**src/hdl/ach_fifo.sv**
```systemverilog
// ----------------------------------------------------------------------------
// ach_fifo: small register FIFO
// Circular buffer of DEPTH entries with occupancy count; head shown directly.
// ----------------------------------------------------------------------------
`default_nettype none

module ach_fifo #(
  parameter int WIDTH = 8,
  parameter int DEPTH = 2
) (
  input  wire logic                       clk,
  input  wire logic                       rst,
  input  wire logic                       push,
  input  wire logic [WIDTH-1:0]           wdata,
  input  wire logic                       pop,
  output logic      [WIDTH-1:0]           rdata,
  output logic      [$clog2(DEPTH+1)-1:0] count,
  output logic                            empty,
  output logic                            full
);

  localparam int PW = (DEPTH > 1) ? $clog2(DEPTH) : 1;
  localparam int CW = $clog2(DEPTH+1);

  logic [WIDTH-1:0] buf_q [DEPTH];
  logic [PW-1:0]    wr_ptr;
  logic [PW-1:0]    rd_ptr;
  logic             do_push;
  logic             do_pop;

  assign empty   = (count == '0);
  assign full    = (count == CW'(DEPTH));
  assign do_push = push && !full;
  assign do_pop  = pop && !empty;
  assign rdata   = buf_q[rd_ptr];

  // Pointers and occupancy
  always_ff @(posedge clk) begin
    if (rst) begin
      wr_ptr <= '0;
      rd_ptr <= '0;
      count  <= '0;
    end else begin
      if (do_push) begin
        wr_ptr <= (wr_ptr == PW'(DEPTH-1)) ? '0 : wr_ptr + PW'(1);
      end
      if (do_pop) begin
        rd_ptr <= (rd_ptr == PW'(DEPTH-1)) ? '0 : rd_ptr + PW'(1);
      end
      if (do_push && !do_pop) begin
        count <= count + CW'(1);
      end else if (do_pop && !do_push) begin
        count <= count - CW'(1);
      end
    end
  end

  // Storage
  always_ff @(posedge clk) begin
    if (do_push) begin
      buf_q[wr_ptr] <= wdata;
    end
  end

endmodule

`default_nettype wire

```
**config.mk**
```make
export PLATFORM = sky130hd
export DESIGN_NAME = ach_fifo
export DESIGN_NICKNAME = d
export VERILOG_FILES = /design/src/hdl/ach_fifo.sv
export SDC_FILE = /design/constraint.sdc
export NUM_CORES = 1
export LEC_CHECK = 0
export BUFFER_PORTS_ARGS = -buffer_cell sky130_fd_sc_hd__buf_2
export CAP_MARGIN = 0
export CORE_MARGIN = 5
export CORE_UTILIZATION = 43
export CTS_CLUSTER_DIAMETER = 40
export DETAILED_ROUTE_END_ITERATION = 10
export GPL_TIMING_DRIVEN = 0
export PLACE_DENSITY = 0.74
export SETUP_SLACK_MARGIN = 0.1
export SLEW_MARGIN = 15
export SYNTH_ARGS = -nofsm -noshare
export SYNTH_HDL_FRONTEND = slang
export SYNTH_SLANG_ARGS = --single-unit
```
**constraint.sdc**
```tcl
create_clock -name clk -period 1.35 [get_ports clk]
set_clock_uncertainty 0.05 [all_clocks]
set_input_delay 0.27 -clock clk [delete_from_list [all_inputs] [get_ports clk]]
set_output_delay 0.27 -clock clk [all_outputs]
set_load 0.1 [all_outputs]
```
==> out/results.ini, run 1 <==
[finish]
fillers=101
final_common_cell=edfxtp_1
final_cell_mix=edfxtp_1 (16), buf_12 (12), buf_2 (11)
num_antenna_cells=0
drive_gt1_share_pct=67.9
fin_nets=98
area_delta_synth_final_pct=69.6
post-route-util_pct=77.1

[sta]
tightest_slew_ns=0.211
hold_viol=0
tns_ns=-3.19
rsz0062_at_grt=true
fin_ws_ns=-0.238
drv_slew=0
relSlewSlack_pct=85.8
finalCriticalPeriod_ns=1.59
setup_viol=20
finalCritPeriodShare_pct=118
fmax_ghz=0.630

[route]
viasPerCell=4.72
drc=0
ant_nets=0
drt-total-wl_mm=1.60
drt-pass1-iter-count=3
via_count=515
drt_iter0_drc=2
avgRoutedWirePerCell_um=14.7

[global_route]
grt_pass1_wl_mm=2.37
grt-ovfl-total=0
grt.total_usage_pct=11.9
antenna_found_initial=0
grt_pass1_vias=490
grt_start_max_net_pins=13

[synthesis]
syn-num-nets=63
ys_seq_area_share_pct=73.2
ys_types=13
synthMuxAreaShare_pct=11.4
synth_area_per_cell_um2=15.9
yosysTopAreaCell=edfxtp_1
synth_area_leaders=edfxtp_1 (61%), dfxtp_1 (13%), mux2_2 (11%), xor2_1 (3.3%), nor2_1 (2.4%)
synth_xor_area_share_pct=3.31
synth_top_area_share_pct=60.6
synth_top_family_by_area=multiplexers
syn_inst=50
synth.ff_latch_count=21
yosys.area_share.simple_pct=5.84
yosys.area_share.adder_pct=1.58
netlist_area_um2=793
ys_warn_count=0
synth_compound_area_share_pct=3.15

[placement]
numPortBuffers=23
place.gp.congestion=0.648
hpwl_um=978

[clock_network]
cts_made_buffers=3
ctsHtreeMaxLevel=1
clockBufferDepth=2
cts_root_buffer=clkbuf_4
tritoncts=done
clock_latency_ns=0.29
cts_num_sinks=21
hold_buffers=0
clkSlewWorstSetupHoldPaths_ns=0.11

[hold_path]
hold_path_class=in -> reg

[floorplanning]
row_count=15
die-area_mm2=0.00280
die_h_um=53.0
start_util_pct=45.4
ios=24
die_w_um=53.0
core_area_mm2=0.00175

[setup_path]
crit_required_ns=1.03
end_kind=primary output
start_kind=flip-flop
path_class=reg -> out
critical_path.max_fanout=8
arrival_ns=1.27

[status]
status=complete, but fails checks
violations=negative setup slack

[job]
drv_cap=0

[layer usage]
metal	GRT usage [%]	vias to the layer above	share of wire, %
met5	0	-	0
met4	6.38	0	1.1
met3	2.54	2	5.5
met2	20.7	18	56
met1	13.4	247	38
li1	-	248	-
[cell type report]
class	instances	area (um2)	area share (%)
inverter	2	15.0	1.12
buffer	1	15.0	1.12
clock buffer	3	22.5	1.67
clock inverter	1	5.00	0.372
multi-input combinational	26	297	22.0
tap	25	31.3	2.33
timing repair buffer	30	370	27.5
sequential	21	589	43.8
[cells by family after synthesis]
logic type,count (synthesis)
AOI/OAI and AO/OA,5
xor gates and xnor gates,3
adders and majority gates,1
buffers and inverters,3
DFF,21
muxes,8
and+or+nand+nor,9
[synthesized netlist by cell type]
master	n
a21oi_1	2
or3_1	2
mux2_2	8
inv_1	2
edfxtp_1	16
buf_2	1
and2_1	1
dfxtp_1	5
nor2b_2	1
nor2_1	5
xor2_1	3
o21ai_0	3
ha_1	1
[state kept, by name, indices dropped and copies added, names as in the netlist, named ones only]
| signal | cells |
|---|---|
| buf_q | 16 |
| count | 2 |
| rd_ptr | 1 |
| wr_ptr | 1 |
[final timing paths]
check	from	end	slack, ns	cells after the start
max	flip-flop	rdata[6]	-0.24	3
min	wdata[7]	buf_q[0][7]	0.12	1
max reg2reg	count[1]	count[1]	-0.20	5
min reg2reg	rd_ptr	rd_ptr	0.49	2
[per-stage QoR]
stage / hold slack (ns) / worst slack [ns] / area [um2] / instances
2_1_floorplan: 0.279 / -0.827 / 860 / 50
3_3_place_gp: 0.408 / -0.283 / 1010 / 98
3_5_place_dp: 0.412 / -0.376 / 1010 / 98
4_1_cts: 0.103 / -0.252 / 1280 / 106
5_1_grt: 0.103 / -0.290 / 1350 / 109
6_report: 0.116 / -0.238 / 1350 / 109
[critical path: stages (launching register included)]
cell and delay, ns:
dfxtp_2 0.35, buf_8 0.14, mux2_4 0.32, buf_12 0.17
[repair_timing]
action / in CTS / in global routing
setup buffers: 4 / 4
resized for setup: 60 / 11
pin swaps: 5 / 3
endpoints found under the setup margin: 32 / 31
gates cloned: 0 / 0
Power of run 1 is left out: the tool's default activity adds up to more than one toggle a clock period on the data nets, which glitch-free logic cannot reach.
==> run 2, diff against run 1 <==
Settings changed: ABC_AREA set to 1, BUFFER_PORTS_ARGS -buffer_cell sky130_fd_sc_hd__buf_2 to unset, CORE_UTILIZATION 43 to 50, DONT_BUFFER_PORTS set to 1, PLACE_DENSITY 0.74 to 0.71.
==> run 2 against run 1 <==
Net effect: the flow still finishes with violations (negative setup slack); core utilization decreased by 4.8 points; sequential share of layout area increased by 9.1 points; die area decreased by 8.3%; setup slack got worse by 0.18 ns; maximum frequency decreased by 10%; synthesized area increased by 4.4%; critical endpoint is now full; flip-flop and latch count unchanged; highest routed layer unchanged; first-iteration DRC count increased by 50%; routed wire length decreased by 16%; largest cell class unchanged; register-to-register slack got worse by 0.21 ns; clock-buffer cell count unchanged.
==> out/results.ini, run 2 <==
[setup_path]
slowest_stage=dfxtp_4
regToRegStartpoint=count[1]
r2r_cells=11  ; +6
crit_cells=2  ; -1
crit_family=flip-flops
start_kind=flip-flop
cpPeakStageDelay_ns=0.60  ; +0.25 ns
rr_endpoint=count[1]
crit_required_ns=1.03  ; about the same
end_kind=primary output
cp_cell_sequence=inv_4 > nor2_4
path_class=reg -> out
endpoint=full
critical_path.max_fanout=5  ; -3
critPathLaunch=count[1]
rrSetupSlack_ns=-0.41  ; -0.21 ns
arrival_ns=1.45  ; +0.18 ns
worst-path-buf-inv=1  ; -1

[synthesis]
synth_area_leaders=edfxtp_1 (58%), dfxtp_1 (12%), mux2_2 (11%), nor2_1 (4.1%), inv_1 (3.2%)
ys_seq_area_share_pct=70.1  ; -3.1 points
syn_inst=62  ; +24%
ys_warn_count=0  ; unchanged
synth_edf_count=16  ; unchanged
synth_most_common_cell=edfxtp_1
synth_top_area_share_pct=58.0  ; -2.6 points
synth_ff_type=edfxtp_1
synth_area_per_cell_um2=13.4  ; -16%
synth.top_cells.by_count=edfxtp_1 (16), nor2_1 (9), mux2_2 (8)
synth.ff_latch_count=21  ; unchanged
ys_types=16  ; +3
yosysTopAreaCell=edfxtp_1
synthArstFlopShare_pct=0  ; unchanged
syn-num-nets=75  ; +19%
netlist_area_um2=828  ; +4.4%

[placement]
dp.cells=78  ; -20%
hpwl_um=872  ; -11%
numPortBuffers=0  ; -100%
place.gp.congestion=0.649  ; +0.20%

[clock_network]
ctsHtreeMaxLevel=1  ; unchanged
cts_root_buffer=clkbuf_4
clock_latency_ns=0.29  ; about the same
cts_num_sinks=21  ; unchanged
cts_made_buffers=3  ; unchanged
clockBufferDepth=2  ; unchanged
clkSlewWorstSetupHoldPaths_ns=0.11  ; about the same
tritoncts=done

[route]
ant_nets=0  ; unchanged
drc=0  ; unchanged
via_count=497  ; -3.5%
drt-pass1-iter-count=3  ; unchanged
viasPerCell=5.23  ; +11%
avgRoutedWirePerCell_um=14.1  ; -4.0%
drt-total-wl_mm=1.34  ; -16%
drt_iter0_drc=3  ; +1

[finish]
fin_nets=93  ; -5.1%
area_delta_synth_final_pct=34.4
largest_reg_flops=16  ; unchanged
final_cells=95  ; -13%
final_common_cell=edfxtp_1
top_register=buf_q
biggestRegsByFlops=buf_q (16), count (2)
num_antenna_cells=0  ; unchanged
final_cell_mix=edfxtp_1 (16), mux2_4 (8), dlygate4sd3_1 (8)
drive_gt1_share_pct=43.0  ; -25 points

[floorplanning]
row_count=14  ; -1
die_w_um=50.7  ; -4.2%
ios=24  ; unchanged
die_h_um=50.7  ; -4.2%
start_util_pct=53.7  ; +8.3 points
die-area_mm2=0.00257  ; -8.3%
core_area_mm2=0.00154  ; -12%

[status]
violations=negative setup slack
status=complete, but fails checks

[sta]
rsz0062_at_grt=true
finalCritPeriodShare_pct=131  ; +13 points
fin_ws_ns=-0.420  ; -0.181 ns
setup_viol=29  ; +45%
relSlewSlack_pct=59.2  ; -27 points
fmax_ghz=0.565  ; -10%
drv_slew=0  ; unchanged
tightest_slew_ns=0.610  ; +0.399 ns
finalCriticalPeriod_ns=1.77  ; +0.181 ns
timing.hold.ws_ns=0.109  ; -0.00684 ns
hold_viol=0  ; unchanged

[global_route]
grt_pass1_wl_mm=1.96  ; -17%
grt-ovfl-total=0  ; unchanged
grt_start_max_net_pins=13  ; unchanged
grt_pass1_vias=445  ; -9.2%
antenna_found_initial=0  ; unchanged
grt.total_usage_pct=10.3  ; -1.5 points

[hold_path]
whs_path_depth=3  ; +2
hold_path_class=in -> reg

[job]
drv_cap=0  ; unchanged

==> run 2: changes by cell type in the layout (fill, tap and decap cells not counted), sizes merged, moves of 2 or more <==
| cell | change |
|---|---|
| nor2 | +4 |
| buf | -25 |
| or3 | -2 |
| inv | +7 |
| xor2 | -3 |
| o21ai | +2 |
| dlygate4sd3 | +8 |
| nand2 | +4 |
==> run 2: worst min path at each step <==
stage          startpoint     endpoint  slack [ns]
2_1_floorplan    wdata[0]  buf_q[0][0]        0.32
3_3_place_gp     wdata[2]  buf_q[1][2]        0.32
3_5_place_dp     wdata[2]  buf_q[0][2]        0.32
4_1_cts          wdata[1]  buf_q[0][1]       0.003
5_1_grt               rst     count[0]        0.11
6_report              rst     count[0]        0.11
==> run 2: metal layers <==
layer,part of all wire [%],track usage [%]
met3,8.0,4.73
met5,0,0
met4,1.0,6.38
met1,41,11.6
met2,49,15.9
==> run 2: worst register-to-register path, stage by stage (launching register included) <==
cell	delay (ns)
dfxtp_4	0.60
inv_4	0.07
buf_4	0.14
buf_6	0.11
o21ai_4	0.15
inv_2	0.07
ha_4	0.27
inv_4	0.04
nand3_2	0.06
nand2_1	0.04
inv_1	0.04
nor2_1	0.03
==> run 2: timing repair <==
action / CTS / global route
setup endpoints to repair: 30 / 31
hold buffers: 0 / 8
resized for setup: 9 / 4
pin swaps: 2 / 2
buffers inserted: 3 / 2
endpoints found under the hold margin: 0 / 16
==> run 2: layout make-up <==
| cell class | instances | area (um2) |
|---|---|---|
| Fill cell | 117 | 428 |
| Inverter | 9 | 38.8 |
| Multi-Input combinational cell | 31 | 298 |
| Clock inverter | 1 | 5.00 |
| Tap cell | 16 | 20.0 |
| Clock buffer | 3 | 22.5 |
| Timing Repair Buffer | 13 | 125 |
| Sequential cell | 21 | 589 |
| Buffer | 1 | 15.0 |
==> run 2: kinds of logic (layout without fill, tap and decap cells) <==
kind of cell,count (synthesis),after routing,synth area share (%)
fa+ha+maj,1,1,1.51
buf+inv,10,27,4.68
simple gates,16,16,8.31
compound gates,6,6,4.53
mux,8,8,10.9
flops,21,21,70.1
==> run 2: per-stage QoR <==
stage,setup TNS (ns),setup WS [ns],area [um2],utilization (%)
floorplan,-2.74,-0.159,911,-
global placement,-5.86,-0.334,931,60.4
detailed placement,-5.91,-0.349,931,60.4
CTS,-5.39,-0.458,1010,65.3
global route,-9.99,-0.482,1110,72.2
finish,-8.26,-0.420,1110,72.2
Power of run 2 is left out for the same reason.
==> run 3, diff against run 2 <==
Settings changed: CORE_UTILIZATION 50 to 52, PLACE_DENSITY 0.71 to 0.73.
==> run 3 against run 2 <==
Net effect: the run still ends with negative setup slack left; die area fell by 3.1%; final cell count did not move; first-iteration DRC count rose by 67%; non-clock buffer count did not move; sequential share of layout area rose by 0.059 points; core utilization rose by 1.6 points.
==> out/results.ini, run 3 (synthesis results as in run 2) <==
[status]
status=complete, but fails checks
violations=negative setup slack

[setup_path]
arrival_ns=1.45  ; about the same
rrSetupSlack_ns=-0.29  ; +0.12 ns
cpPeakStageDelay_ns=0.60  ; about the same
slowest_stage=dfxtp_4
start_kind=flip-flop
rr_endpoint=count[1]
regToRegStartpoint=count[1]
path_class=reg -> out
worst-path-buf-inv=1  ; unchanged
critical_path.max_fanout=5  ; unchanged
critPathLaunch=count[1]
crit_family=flip-flops
end_kind=primary output
crit_required_ns=1.03  ; about the same
r2r_cells=10  ; -1
cp_cell_sequence=inv_4 > nor2_4

[sta]
fmax_ghz=0.566  ; +0.20%
hold_viol=0  ; unchanged
fin_ws_ns=-0.416  ; +0.00358 ns
setup_viol=29  ; unchanged
tightest_slew_ns=0.616  ; +0.00643 ns
finalCriticalPeriod_ns=1.77  ; -0.00358 ns
finalCritPeriodShare_pct=131  ; -0.27 points
rsz0062_at_grt=true
drv_slew=0  ; unchanged
tns_ns=-6.40  ; +1.86 ns
relSlewSlack_pct=58.8  ; -0.43 points

[route]
viasPerCell=5.25  ; +0.40%
drt_iter0_drc=5  ; +2
via_count=499  ; +0.40%
drc=0  ; unchanged
ant_nets=0  ; unchanged
avgRoutedWirePerCell_um=15.4  ; +9.3%
drt-pass1-iter-count=3  ; unchanged
drt-total-wl_mm=1.46  ; +9.3%

[finish]
drive_gt1_share_pct=43.0  ; unchanged
num_antenna_cells=0  ; unchanged
final_common_cell=edfxtp_1
fin_nets=93  ; unchanged
largest_reg_flops=16  ; unchanged
final_cell_mix=edfxtp_1 (16), mux2_4 (8), dlygate4sd3_1 (8)
area_delta_synth_final_pct=34.3
biggestRegsByFlops=buf_q (16), count (2)
post-route-util_pct=73.8  ; +1.6 points
top_register=buf_q
final_cells=95  ; unchanged

[hold_path]
hp-start=rst
hold_path_end=count[0]
hold_path_class=in -> reg
whs_path_depth=3  ; unchanged

[clock_network]
ctsHtreeMaxLevel=1  ; unchanged
clkSlewWorstSetupHoldPaths_ns=0.11  ; about the same
cts_made_buffers=3  ; unchanged
cts_root_buffer=clkbuf_4
clock_latency_ns=0.29  ; about the same
cts_num_sinks=21  ; unchanged
clockBufferDepth=2  ; unchanged
tritoncts=done

[floorplanning]
row_count=14  ; unchanged
die_h_um=49.9  ; -1.6%
die-area_mm2=0.00249  ; -3.1%
die_w_um=49.9  ; -1.6%
ios=24  ; unchanged
core_area_mm2=0.00151  ; -2.3%
start_util_pct=55.0  ; +1.2 points

[placement]
dp_slack_ns=-0.349  ; +0.000180 ns
dp.cells=78  ; unchanged
place.gp.congestion=0.692  ; +6.5%
numPortBuffers=0  ; unchanged
hpwl_mm=1.09  ; +25%

[global_route]
grt-ovfl-total=0  ; unchanged
antenna_found_initial=0  ; unchanged
grt_pass1_wl_mm=2.17  ; +11%
grt.total_usage_pct=12.0  ; +1.7 points
grt_start_max_net_pins=12  ; -1
grt_pass1_vias=489  ; +9.9%

[job]
drv_cap=0  ; unchanged

## run 3: cell count changes in the layout (fill, tap and decap cells not counted)
| cell | before | now |
|---|---|---|
| buf_4 | 1 | 2 |
| buf_6 | 3 | 2 |
| clkbuf_1 | 0 | 1 |
| clkinv_2 | 1 | 0 |
| o21ai_0 | 0 | 1 |
| o21ai_1 | 2 | 0 |
| o21ai_2 | 2 | 3 |
## run 3: area by class of cell
cell class                      instances  area, um2
Inverter                                9       38.8
Multi-Input combinational cell         31        302
Tap cell                               16       20.0
Clock buffer                            4       26.3
Buffer                                  1       15.0
Timing Repair Buffer                   13        121
Sequential cell                        21        589
Fill cell                              97        394
## run 3: worst max-delay path by stage
stage | end | depth (start not counted) | slack (ns)
finish | full | 2 | -0.42
global route | full | 2 | -0.47
CTS | full | 2 | -0.45
detailed placement | buf_q[1][4] | 2 | -0.35
global placement | buf_q[1][1] | 2 | -0.33
floorplan | count[0] | 7 | -0.16
## run 3: layer usage
metal	GRT usage, %	wire length, um
met5	0	0
met4	6.55	23
met2	21.8	781
met3	6.02	110
met1	10.3	545
## run 3: what timing repair did
item	4_1_cts	5_1_grt
gates cloned	0	0
setup endpoints to repair	30	31
hold endpoints to repair	0	16
pin swaps	3	1
gates resized for setup	9	3
hold buffers	0	8
buffers inserted	4	1
## run 3: metrics by stage
stage / hold slack (ns) / area (um2)
after floorplan: 0.319 / 911
after global placement: 0.319 / 931
after detailed placement: 0.319 / 931
after CTS: 0.00680 / 1010
after global routing: 0.121 / 1110
final: 0.122 / 1110
## run 3: worst min-delay path, delay by kind of cell
kind / cells / cell delay [ns]
compound gates: 2 / 0.10
buf+inv: 1 / 0.07
Power of run 3 is left out for the same reason.
